--- config.mk ---
export PLATFORM = sky130hd
export DESIGN_NAME = smallest_primitive_root
export DESIGN_NICKNAME = d
export VERILOG_FILES = /design/src/sv/spr_pkg.sv /design/src/sv/smallest_primitive_root.sv /design/src/sv/spr_divider.sv
export SDC_FILE = /design/constraint.sdc
export NUM_CORES = 2
export LEC_CHECK = 0
export ABC_AREA = 1
export BUFFER_PORTS_ARGS = -buffer_cell sky130_fd_sc_hd__buf_2
export CAP_MARGIN = 20
export CORE_ASPECT_RATIO = 1.1
export CORE_MARGIN = 2
export CORE_UTILIZATION = 55
export CTS_BUF_LIST = sky130_fd_sc_hd__clkbuf_4
export CTS_CLUSTER_DIAMETER = 200
export CTS_CLUSTER_SIZE = 14
export DETAILED_ROUTE_END_ITERATION = 6
export GPL_ROUTABILITY_DRIVEN = 0
export PLACE_DENSITY = 0.8
export SLEW_MARGIN = 20
export SYNTH_ARGS = -nofsm -noshare
export SYNTH_HDL_FRONTEND = slang
export SYNTH_SLANG_ARGS = --single-unit
--- constraint.sdc ---
create_clock -name clock -period 16.5 [get_ports clock]
set_clock_uncertainty 0.2 [all_clocks]
set_input_delay 1.65 -clock clock [delete_from_list [all_inputs] [get_ports clock]]
set_output_delay 1.65 -clock clock [all_outputs]
set_load 0.02 [all_outputs]
--- src/sv/spr_pkg.sv ---
// Package for the smallest primitive root block: sequencer states and the
// control struct passed to the shared divide unit. No dependencies.
`default_nettype none
package spr_pkg;
   typedef enum logic [3:0] {
      ST_IDLE,
      ST_PRIME_DIV,
      ST_PRIME_CHK,
      ST_FAC_INIT,
      ST_FAC_DIV,
      ST_FAC_CHK,
      ST_CAND,
      ST_EXP_DIV,
      ST_POW_STEP,
      ST_POW_MUL,
      ST_POW_CHK,
      ST_DONE
   } state_type;

   typedef struct packed {
      logic start;
   } div_ctl_type;
endpackage
`default_nettype wire

--- src/sv/smallest_primitive_root.sv ---
// Smallest primitive root modulo a prime: one request in, one response out.
// Latency is data dependent: the shared divider is used for trial division,
// factoring and every modular multiply.
// busy stays high from start until rsp_valid; one request at a time.
// Synchronous active-high reset returns to idle; the receiver cannot stall.
// Depends on spr_pkg and spr_divider.
`default_nettype none
module smallest_primitive_root #(
   parameter int WIDTH       = 16,
   parameter int MAX_FACTORS = 6
) (
   input  wire logic        clock,
   input  wire logic        reset,
   input  wire logic        start,
   output logic             busy,
   input  wire logic [15:0] req_number,
   output logic             rsp_valid,
   output logic             rsp_found,
   output logic [15:0]      rsp_root
);
   import spr_pkg::*;
   localparam int DW = 2 * WIDTH;
   localparam int FW = $clog2(MAX_FACTORS + 1);
   localparam int FI = (MAX_FACTORS > 1) ? $clog2(MAX_FACTORS) : 1;

   state_type        state_ff, state_in;
   logic [WIDTH-1:0] n_ff, n_in, phi_ff, phi_in, v_ff, v_in, d_ff, d_in;
   logic [WIDTH-1:0] cand_ff, cand_in, acc_ff, acc_in, base_ff, base_in;
   logic [WIDTH-1:0] exp_ff, exp_in;
   logic [WIDTH-1:0] fac_ff [MAX_FACTORS];
   logic [FW-1:0]    fcnt_ff, fcnt_in, k_ff, k_in;
   logic             sub_ff, sub_in;   // prime test: 0 -> d, 1 -> d+2
   logic             mul_ff, mul_in;   // pow: 0 -> acc*base, 1 -> base*base
   logic             fwr, fdup;
   logic [WIDTH-1:0] fwr_val;
   logic             found_ff, found_in, valid_ff, valid_in;
   logic [15:0]      root_ff, root_in;

   div_ctl_type      dctl;
   logic [DW-1:0]    dividend, divisor, quo, rem;
   logic             ddone;
   logic [DW-1:0]    dsq;

   spr_divider #(.DW(DW)) u_div (
      .clock(clock), .reset(reset), .ctl(dctl), .dividend(dividend),
      .divisor(divisor), .done(ddone), .quotient(quo), .remainder(rem)
   );

   assign dsq = DW'(d_ff) * DW'(d_ff);

   // duplicate check over the factor list
   always_comb begin
      fdup = 1'b0;
      for (int i = 0; i < MAX_FACTORS; i++)
         if (FW'(i) < fcnt_ff && fac_ff[i] == fwr_val) fdup = 1'b1;
   end

   // sequencer
   always_comb begin
      state_in = state_ff;
      n_in = n_ff; phi_in = phi_ff; v_in = v_ff; d_in = d_ff;
      cand_in = cand_ff; acc_in = acc_ff; base_in = base_ff; exp_in = exp_ff;
      fcnt_in = fcnt_ff; k_in = k_ff; sub_in = sub_ff; mul_in = mul_ff;
      found_in = found_ff; root_in = root_ff; valid_in = 1'b0;
      dctl.start = 1'b0; dividend = '0; divisor = '1;
      fwr = 1'b0; fwr_val = d_ff;
      case (state_ff)
         ST_IDLE: begin
            if (start) begin
               n_in = req_number[WIDTH-1:0];
               found_in = 1'b0; root_in = '0;
               if (req_number[WIDTH-1:0] <= WIDTH'(1)) state_in = ST_DONE;
               else if (req_number[WIDTH-1:0] <= WIDTH'(3)) state_in = ST_FAC_INIT;
               else begin
                  d_in = WIDTH'(2); sub_in = 1'b0; state_in = ST_PRIME_CHK;
               end
            end
         end
         ST_PRIME_CHK: begin
            // d is 2, 3, then 6k-1 / 6k+1; exit when d*d > n (for 6k-1)
            if (d_ff >= WIDTH'(5) && !sub_ff && dsq > DW'(n_ff)) begin
               state_in = ST_FAC_INIT;
            end else begin
               dctl.start = 1'b1;
               dividend = DW'(n_ff);
               divisor = DW'(d_ff);
               state_in = ST_PRIME_DIV;
            end
         end
         ST_PRIME_DIV: begin
            dividend = DW'(n_ff);
            divisor = DW'(d_ff);
            if (ddone) begin
               if (rem == '0) state_in = ST_DONE;
               else begin
                  state_in = ST_PRIME_CHK;
                  if (d_ff == WIDTH'(2)) d_in = WIDTH'(3);
                  else if (d_ff == WIDTH'(3)) begin
                     d_in = WIDTH'(5); sub_in = 1'b0;
                  end else if (!sub_ff) begin
                     d_in = d_ff + WIDTH'(2); sub_in = 1'b1;
                  end else begin
                     d_in = d_ff + WIDTH'(4); sub_in = 1'b0;
                  end
               end
            end
         end
         ST_FAC_INIT: begin
            phi_in = n_ff - WIDTH'(1);
            v_in = n_ff - WIDTH'(1);
            d_in = WIDTH'(2);
            fcnt_in = '0;
            state_in = ST_FAC_CHK;
         end
         ST_FAC_CHK: begin
            if (d_ff != WIDTH'(2) && dsq > DW'(v_ff)) begin
               if (v_ff > WIDTH'(2)) begin
                  fwr_val = v_ff;
                  fwr = 1'b1;
               end
               cand_in = WIDTH'(2);
               state_in = ST_CAND;
            end else if (v_ff == '0) begin
               d_in = WIDTH'(3);
            end else begin
               dctl.start = 1'b1;
               dividend = DW'(v_ff);
               divisor = DW'(d_ff);
               state_in = ST_FAC_DIV;
            end
         end
         ST_FAC_DIV: begin
            dividend = DW'(v_ff);
            divisor = DW'(d_ff);
            if (ddone) begin
               state_in = ST_FAC_CHK;
               if (rem == '0) begin
                  v_in = quo[WIDTH-1:0];
                  fwr = 1'b1;
               end else begin
                  d_in = (d_ff == WIDTH'(2)) ? WIDTH'(3) : d_ff + WIDTH'(2);
               end
            end
         end
         ST_CAND: begin
            if (cand_ff > phi_ff || cand_ff == '0) state_in = ST_DONE;
            else begin
               k_in = '0;
               state_in = ST_POW_CHK;
            end
         end
         ST_POW_CHK: begin
            // next factor or accept candidate
            if (k_ff >= fcnt_ff) begin
               found_in = 1'b1;
               root_in = 16'(cand_ff);
               state_in = ST_DONE;
            end else begin
               dctl.start = 1'b1;
               dividend = DW'(phi_ff);
               divisor = DW'(fac_ff[k_ff[FI-1:0]]);
               state_in = ST_EXP_DIV;
            end
         end
         ST_EXP_DIV: begin
            dividend = DW'(phi_ff);
            divisor = DW'(fac_ff[k_ff[FI-1:0]]);
            if (ddone) begin
               exp_in = quo[WIDTH-1:0];
               acc_in = WIDTH'(1);
               base_in = cand_ff;
               state_in = ST_POW_STEP;
            end
         end
         ST_POW_STEP: begin
            if (exp_ff == '0) begin
               if (acc_ff == WIDTH'(1)) begin
                  cand_in = cand_ff + WIDTH'(1);
                  state_in = ST_CAND;
               end else begin
                  k_in = k_ff + FW'(1);
                  state_in = ST_POW_CHK;
               end
            end else begin
               mul_in = !exp_ff[0];
               dctl.start = 1'b1;
               dividend = exp_ff[0] ? DW'(acc_ff) * DW'(base_ff)
                                    : DW'(base_ff) * DW'(base_ff);
               divisor = DW'(n_ff);
               state_in = ST_POW_MUL;
            end
         end
         ST_POW_MUL: begin
            divisor = DW'(n_ff);
            if (ddone) begin
               if (!mul_ff) begin
                  acc_in = rem[WIDTH-1:0];
                  mul_in = 1'b1;
                  dctl.start = 1'b1;
                  dividend = DW'(base_ff) * DW'(base_ff);
               end else begin
                  base_in = rem[WIDTH-1:0];
                  exp_in = exp_ff >> 1;
                  state_in = ST_POW_STEP;
               end
            end
         end
         ST_DONE: begin
            valid_in = 1'b1;
            state_in = ST_IDLE;
         end
         default: state_in = ST_IDLE;
      endcase
      if (fwr && !fdup && fcnt_ff < FW'(MAX_FACTORS)) fcnt_in = fcnt_ff + FW'(1);
   end

   always_ff @(posedge clock) begin
      if (reset) begin
         state_ff <= ST_IDLE;
         valid_ff <= 1'b0;
         fcnt_ff  <= '0;
      end else begin
         state_ff <= state_in;
         valid_ff <= valid_in;
         fcnt_ff  <= fcnt_in;
      end
      n_ff <= n_in; phi_ff <= phi_in; v_ff <= v_in; d_ff <= d_in;
      cand_ff <= cand_in; acc_ff <= acc_in; base_ff <= base_in;
      exp_ff <= exp_in; k_ff <= k_in; sub_ff <= sub_in; mul_ff <= mul_in;
      found_ff <= found_in; root_ff <= root_in;
      if (fwr && !fdup && fcnt_ff < FW'(MAX_FACTORS))
         fac_ff[fcnt_ff[FI-1:0]] <= fwr_val;
   end

   assign busy      = (state_ff != ST_IDLE);
   assign rsp_valid = valid_ff;
   assign rsp_found = found_ff;
   assign rsp_root  = root_ff;

`ifndef ASSERT_OFF
   a_valid_one_cycle: assert property (@(posedge clock) disable iff (reset)
      valid_ff |=> !valid_ff) else $error("response strobe held");
   a_root_zero_if_not_found: assert property (@(posedge clock) disable iff (reset)
      (valid_ff && !found_ff) |-> (root_ff == '0)) else $error("root without found");
   a_fcnt_bound: assert property (@(posedge clock) disable iff (reset)
      fcnt_ff <= FW'(MAX_FACTORS)) else $error("factor count overflow");
   a_valid_to_idle: assert property (@(posedge clock) disable iff (reset)
      valid_ff |-> state_ff == ST_IDLE) else $error("response while busy");
`endif
endmodule
`default_nettype wire

--- src/sv/spr_divider.sv ---
// Shared restoring divider (one quotient bit per cycle) for the smallest
// primitive root block. Depends on spr_pkg.
`default_nettype none
module spr_divider #(
   parameter int DW = 32
) (
   input  wire logic              clock,
   input  wire logic              reset,
   input  wire spr_pkg::div_ctl_type ctl,
   input  wire logic [DW-1:0]     dividend,
   input  wire logic [DW-1:0]     divisor,
   output logic                   done,
   output logic [DW-1:0]          quotient,
   output logic [DW-1:0]          remainder
);
   import spr_pkg::*;
   localparam int CW = $clog2(DW + 1);

   logic [DW-1:0] quo_ff, quo_in, rem_ff, rem_in, dsr_ff, dsr_in;
   logic [CW-1:0] cnt_ff, cnt_in;
   logic          busy_ff, busy_in, done_ff, done_in;
   logic [DW:0]   trial;

   // one shift-subtract step per cycle
   always_comb begin
      quo_in  = quo_ff;
      rem_in  = rem_ff;
      dsr_in  = dsr_ff;
      cnt_in  = cnt_ff;
      busy_in = busy_ff;
      done_in = 1'b0;
      trial   = {rem_ff, quo_ff[DW-1]} - {1'b0, dsr_ff};
      if (ctl.start) begin
         quo_in  = dividend;
         rem_in  = '0;
         dsr_in  = divisor;
         cnt_in  = CW'(DW);
         busy_in = 1'b1;
      end else if (busy_ff) begin
         if (trial[DW]) begin
            rem_in = {rem_ff[DW-2:0], quo_ff[DW-1]};
            quo_in = {quo_ff[DW-2:0], 1'b0};
         end else begin
            rem_in = trial[DW-1:0];
            quo_in = {quo_ff[DW-2:0], 1'b1};
         end
         cnt_in = cnt_ff - 1'b1;
         if (cnt_ff == CW'(1)) begin
            busy_in = 1'b0;
            done_in = 1'b1;
         end
      end
   end

   always_ff @(posedge clock) begin
      if (reset) begin
         busy_ff <= 1'b0;
         done_ff <= 1'b0;
         cnt_ff  <= '0;
      end else begin
         busy_ff <= busy_in;
         done_ff <= done_in;
         cnt_ff  <= cnt_in;
      end
      quo_ff <= quo_in;
      rem_ff <= rem_in;
      dsr_ff <= dsr_in;
   end

   assign done      = done_ff;
   assign quotient  = quo_ff;
   assign remainder = rem_ff;

`ifndef ASSERT_OFF
   a_done_after_busy: assert property (@(posedge clock) disable iff (reset)
      done_ff |-> $past(busy_ff)) else $error("divider done without busy");
   a_no_done_while_busy: assert property (@(posedge clock) disable iff (reset)
      done_ff |-> !busy_ff) else $error("divider done and busy together");
   a_count_bounded: assert property (@(posedge clock) disable iff (reset)
      busy_ff |-> (cnt_ff != '0)) else $error("divider count underflow");
`endif
endmodule
`default_nettype wire

# Yosys cells after proc, flatten, opt, wreduce, memory -nomap -nowiden
# Memories as Yosys holds them, arrays and structs flattened. A register that Yosys moved wholly into a read port is not among the register bits.
# Cells that the tools add are included.
[totals] out_inout_bits=19 n_memories=1 mem_bits_rw=96 word_cells=266 reg_bits=262 inputBits=19
[mem_list] name="fac_ff" words=6 width=16 read_ports=7 rd_clocked_by_memory_dff=1 write_ports=1 line_no="smallest_primitive_root.sv:30" rtl="logic [WIDTH-1:0] fac_ff [MAX_FACTORS];"
[classes] n_eq_ne=45 bitwise=1 add_sub_neg=8 n_reduce_logical=45 order_cmp=15 n_mul=3 mux=125
[op_table] cell="16-bit two-way mux" count=36
[op_table] cell="32-bit two-way mux" count=12
[op_table] cell="32-bit one-hot mux with 8 select lines" count=1
[op_table] cell="32-bit one-hot mux with 7 select lines" count=1
[op_table] cell="16-bit one-hot mux with 2 select lines" count=6
[op_table] cell="16-bit equality test" count=6
[op_table] cell="16-bit by 16-bit multiplier with 32-bit output" count=3
[op_table] cell="16-bit one-hot mux with 5 select lines" count=1
[op_table] cell="32-bit by 16-bit greater-than comparator with 1-bit output" count=2
[op_table] cell="4-bit two-way mux" count=13
[op_table] cell="16-bit zero test" count=3
[op_table] cell="4-bit one-hot mux with 11 select lines" count=1
[op_table] cell="1-bit two-way mux" count=39
[op_table] cell="2-bit inequality test, second input constant" count=18
[op_table] cell="33-bit by 32-bit subtractor with 33-bit output" count=1
[op_table] cell="16-bit by 2-bit equality test with 1-bit output, second input constant" count=2
[op_table] cell="32-bit zero test" count=1
[op_table] cell="3-bit two-way mux" count=6
[op_table] cell="2-bit nonzero test" count=9
[op_table] cell="16-bit by 1-bit adder with 16-bit output, second input constant" count=1
[op_table] cell="16-bit by 2-bit adder with 16-bit output, second input constant" count=1
[op_table] cell="16-bit by 3-bit adder with 16-bit output, second input constant" count=1
[op_table] cell="16-bit by 1-bit equality test with 1-bit output, second input constant" count=1
[op_table] cell="4-bit by 3-bit equality test with 1-bit output, second input constant" count=4
[op_table] cell="39 further kinds" count=73

# Depth between registers and ports, before layout
[logic_depth] depth_word=18 depth_mapped=48 ltp_nobuf=45

# Hierarchy
# Synthesis repeated with hierarchy kept, for this count alone.
[hier_totals] cells_unflattened=6113 area_unflattened_um2=47485.5
[modules_own_cells] module="smallest_primitive_root" n_inst=1 area_each_um2=40506.3 seq_area_each_um2=8568.2 cells_per_inst=5077
[modules_own_cells] module="spr_divider" n_inst=1 area_each_um2=6979.2 seq_area_each_um2=2722.6 cells_per_inst=1036

# Least setup slack after synthesis
# OpenSTA, ideal clock, no wires.
[synth_timing] path_kind="flip-flop to flip-flop" startpoint="reg d_ff[2]" endpoint="mem fac_ff[3][0], enable pin" n_path_buf=3 required_ns=15.912 setup_time_ns=0.388 period_less_slack_ns=8.689 path_stages_with_launch=40 arrival_time_ns=8.100 slack_ns=7.811 path_cell_list="edfxtp_1 -> clkbuf_1 -> buf_1 -> nand2_1 -> fa_1 -> fa_1 -> inv_1 -> fa_1 -> fa_1 -> fa_1 -> inv_1 -> fa_1 -> inv_1 -> ha_1 -> nand2_1 -> inv_2 -> nand2_2 -> inv_1 -> [... 4 more ...] -> nand4_1 -> nor3_1 -> o21a_1 -> o2bb2ai_1 -> nand3_4 -> nand4_4 -> buf_4 -> o21ai_1 -> nand2_1 -> nand2_1 -> nor2_1 -> nand2_1 -> nor2_1 -> nand3_1 -> nand2_1 -> nor2_4 -> nand3_1 -> nor2_1"
[synth_between] elab_chain_len=18 elab_cells_between_ends=32 classes_between="mul (1); order compare (1); eq/ne (7); mux (13); reduce/logical (10)"
[synth_lines] item="from (decl)" line_no="smallest_primitive_root.sv:27" rtl="logic [WIDTH-1:0] n_ff, n_in, phi_ff, phi_in, v_ff, v_in, d_ff, d_in;"
[synth_lines] item="from (signal assigned)" line_no="smallest_primitive_root.sv:227" rtl="n_ff <= n_in; phi_ff <= phi_in; v_ff <= v_in; d_ff <= d_in;"
[synth_lines] item="16-bit by 16-bit multiplier with 32-bit output" line_no="smallest_primitive_root.sv:49" rtl="assign dsq = DW'(d_ff) * DW'(d_ff);"
[synth_lines] item="32-bit by 16-bit greater-than comparator with 1-bit output" line_no="smallest_primitive_root.sv:116" rtl="if (d_ff != WIDTH'(2) && dsq > DW'(v_ff)) begin"
[synth_lines] item="1-bit logical AND *" line_no="smallest_primitive_root.sv:116"
[synth_lines] item="16-bit two-way mux *" line_no="smallest_primitive_root.sv:116"
[synth_lines] item="16-bit two-way mux *" line_no="smallest_primitive_root.sv:67" rtl="case (state_ff)"
[synth_lines] item="net fwr_val[5]" line_no="smallest_primitive_root.sv:35" rtl="logic [WIDTH-1:0] fwr_val;"
[synth_lines] item="16-bit equality test" line_no="smallest_primitive_root.sv:55" rtl="if (FW'(i) < fcnt_ff && fac_ff[i] == fwr_val) fdup = 1'b1;"
[synth_lines] item="1-bit logical AND" line_no="smallest_primitive_root.sv:55"
[synth_lines] item="1-bit two-way mux (5 in series)" line_no="smallest_primitive_root.sv:55"
[synth_lines] item="1-bit two-way mux *" line_no="smallest_primitive_root.sv:55"
[synth_lines] item="1-bit zero test *" line_no="smallest_primitive_root.sv:231" rtl="if (fwr && !fdup && fcnt_ff < FW'(MAX_FACTORS))"
[synth_lines] item="1-bit logical AND * (2 in series)" line_no="smallest_primitive_root.sv:231"
[synth_lines] item="1-bit two-way mux *" line_no="smallest_primitive_root.sv:231"
[synth_lines] item="1-bit two-way mux (not written as such) *" line_no="smallest_primitive_root.sv:232" rtl="fac_ff[fcnt_ff[FI-1:0]] <= fwr_val;"
[synth_lines] item="to (decl)" line_no="smallest_primitive_root.sv:30"
# The timed path passes the listed nets; every way through them passes the cells marked *.

# Final worst setup path
[layout_timing] startpoint="reg d_ff[7]" endpoint="mem fac_ff[3][0], enable pin"
# Same word-level chain as after synthesis.

==> out/qor.txt <==
Status = finished, final reports clean
Fmax = 96.3 MHz
Worst Hold Class = reg2reg
Overflow after GRT = 0
Worst reg2reg endpoint = fac_ff[3][0]
# DRC = 0
Reg2reg setup slack = 6.11 ns
Die area = 84500 µm²
Share of post-route cells with drive strength above 1 = 0.0440
Vias = 37821
Area Growth Syn to Fin = 3.94%
Yosys reg bits = 378
Worst-Margin Slew = 1.06 ns
CP max stage delay = 0.92 ns
Number of max-cap violations = 0
Synth unique cells = 66
Req. time, crit path = 16.90 ns
H-tree level count = 1
PortBufs = 37
Vias in the first global route = 38731
Wire per inst = 18.7 µm
CP max-delay cell = edfxtp_1
Die W = 277 µm
Io pins = 38
Num CTS Buffers = 30
Fin crit share = 0.630
Reg2Reg Depth = 37
R2R Path Start = d_ff[7]
Crit start category = flip-flop
GRT Total Usage = 0.296
Number of synthesized flops with an enable pin = 327
# setup viols final = 0
Setup_tns = 0 ns
Via density = 5.68
CTS Root Buffer Type = clkbuf_4
CTS tree = yes
Antenna violations before repair = 3
Worst hold path stage count = 2
Clock slew at reported path FFs = 0.18 ns
Unrepaired setup endpoints after global routing = false
CP arrival = 10.78 ns
Async SR Flop Fraction = 0
Post-DP HPWL = 96.8 mm
Post-Layout Cell Count = 6658
DR pass1 iterations = 7
FILL cells = 7145
Fin crit period = 10.39 ns
HP Start = u_div.cnt_ff[1]
Final Hold Fails = 0
Most common cell after layout, fill and taps aside = nand2_1
Core area = 81600 µm²
Critical path class = reg2reg
Seq/Total Area, Yosys = 0.240
Crit. End Element = flip-flop
Placed Cells = 6600
Final WL = 124 mm
Worst Hold Endpoint = u_div.cnt_ff[1]
Clk_lat worst skew = 0.89 ns
Most used DFF post-synth = edfxtp_1
Synthesis Warnings = 0
Fin nets = 6502
Die height = 305 µm
Synthesized area per cell = 8.08 µm²
CTS Buffer Depth = 3
Antenna Violating Nets Remaining = 0
Post-synthesis cell area = 45200 µm²
First-pass GRT wire length = 199 mm
Top cell type's share of synthesized area = 0.231
PostCTS Resize Cnt = 0
Most frequent cells in the layout = nand2_1 (1296), inv_1 (1283), fa_1 (522), ha_1 (393), edfxtp_1 (327)
Synth area leaders = fa_1 (23%), edfxtp_1 (22%), ha_1 (11%)
Largest net degree at the start of global routing = 84
Site row count = 110
Pins over their slew limit = 0
Syn Inst Count = 5599
Synth area leader = fa_1
Postcts setup bufs = 0
Crit Path Max Fanout = 41
Hold_buf cts = 0
Total clock sinks = 378
Worst slew margin = 0.293
CP most frequent cell = nand2_1
Starting DRT DRC Count = 3708
Starting density of the core = 0.554
[flip-flops by register name, indices dropped and copies added, names as in the netlist, 17 cells and up, named ones only]
name             flops
u_div.remainder     32
u_div.dsr_ff        17
fac_ff             128
u_div.quotient      32
[Yosys cell counts, drive strengths merged (15+ instances only)]
| cell | number |
|---|---|
| o2111ai | 19 |
| a21oi | 239 |
| o21bai | 27 |
| inv | 1290 |
| o211ai | 33 |
| nand2 | 1322 |
| or2 | 25 |
| fa | 522 |
| ha | 393 |
| nor4 | 29 |
| xnor2 | 44 |
| xor2 | 91 |
| nor2 | 338 |
| o21ai | 249 |
| dfxtp | 51 |
| nand4 | 37 |
| o22ai | 38 |
| nor3 | 33 |
| clkbuf | 158 |
| nand3 | 190 |
| edfxtp | 327 |
| nand3b | 15 |
| buf | 33 |
[worst max-delay path: cells and delay by family, from the launching register on]
| kind | cells | cell delay (ns) |
|---|---|---|
| buf+inv | 6 | 0.91 |
| simple gates | 19 | 3.17 |
| flops | 1 | 0.92 |
| xor+xnor | 1 | 0.34 |
| fa+ha+maj | 8 | 3.59 |
| compound gates | 3 | 1.01 |
[per-stage QoR]
step	utilization	area [µm²]	hold slack, ns	setup slack, ns
floorplan	-	45300	0.253	7.81
global placement	0.571	46600	0.260	6.47
detailed placement	0.571	46600	0.274	6.28
CTS	0.576	47000	0.297	6.31
global route	0.576	47000	0.337	5.53
finish	0.576	47000	0.298	6.11
[worst max-delay path by stage]
| stage | start | to | slack [ns] | cells past startpoint |
|---|---|---|---|---|
| CTS | d_ff[2] | fac_ff[3][0] | 6.31 | 39 |
| global route | d_ff[3] | fac_ff[3][2] | 5.53 | 39 |
| finish | d_ff[7] | fac_ff[3][0] | 6.11 | 37 |
| floorplan | d_ff[2] | fac_ff[3][0] | 7.81 | 39 |
| detailed placement | d_ff[2] | fac_ff[3][3] | 6.28 | 39 |
| global placement | d_ff[2] | fac_ff[3][5] | 6.47 | 39 |
[cell type report]
cell class | count | area (µm²) | area share
Sequential cell | 378 | 10800 | 0.231
Timing Repair Buffer | 97 | 636 | 0.0135
Clock inverter | 1 | 8.76 | 0.000186
Inverter | 1297 | 4870 | 0.104
Tap cell | 1064 | 1330 | 0.0283
Multi-Input combinational cell | 3764 | 28900 | 0.615
Antenna cell | 2 | 5.00 | 0.000106
Clock buffer | 55 | 413 | 0.00878
[layer usage]
layer,share of wire,vias to the layer above,GRT usage
met5,0.00076,-,0.00684
met4,0.074,4,0.188
met3,0.088,539,0.0432
met2,0.48,2007,0.508
met1,0.35,17957,0.347
li1,-,17314,-
[kinds of logic after synthesis]
kind of cell,after synthesis,share of synthesized area
AOI/OAI and AO/OA,680,0.0866
xor gates and xnor gates,135,0.0261
adders and majority gates,915,0.340
buffers and inverters,1488,0.124
DFF,378,0.240
muxes,2,0.000498
other,1,0.0000829
and+or+nand+nor,2000,0.183
Power is not shown: default switching activity piles up to over one toggle a cycle in this logic, so the estimate is an artifact.
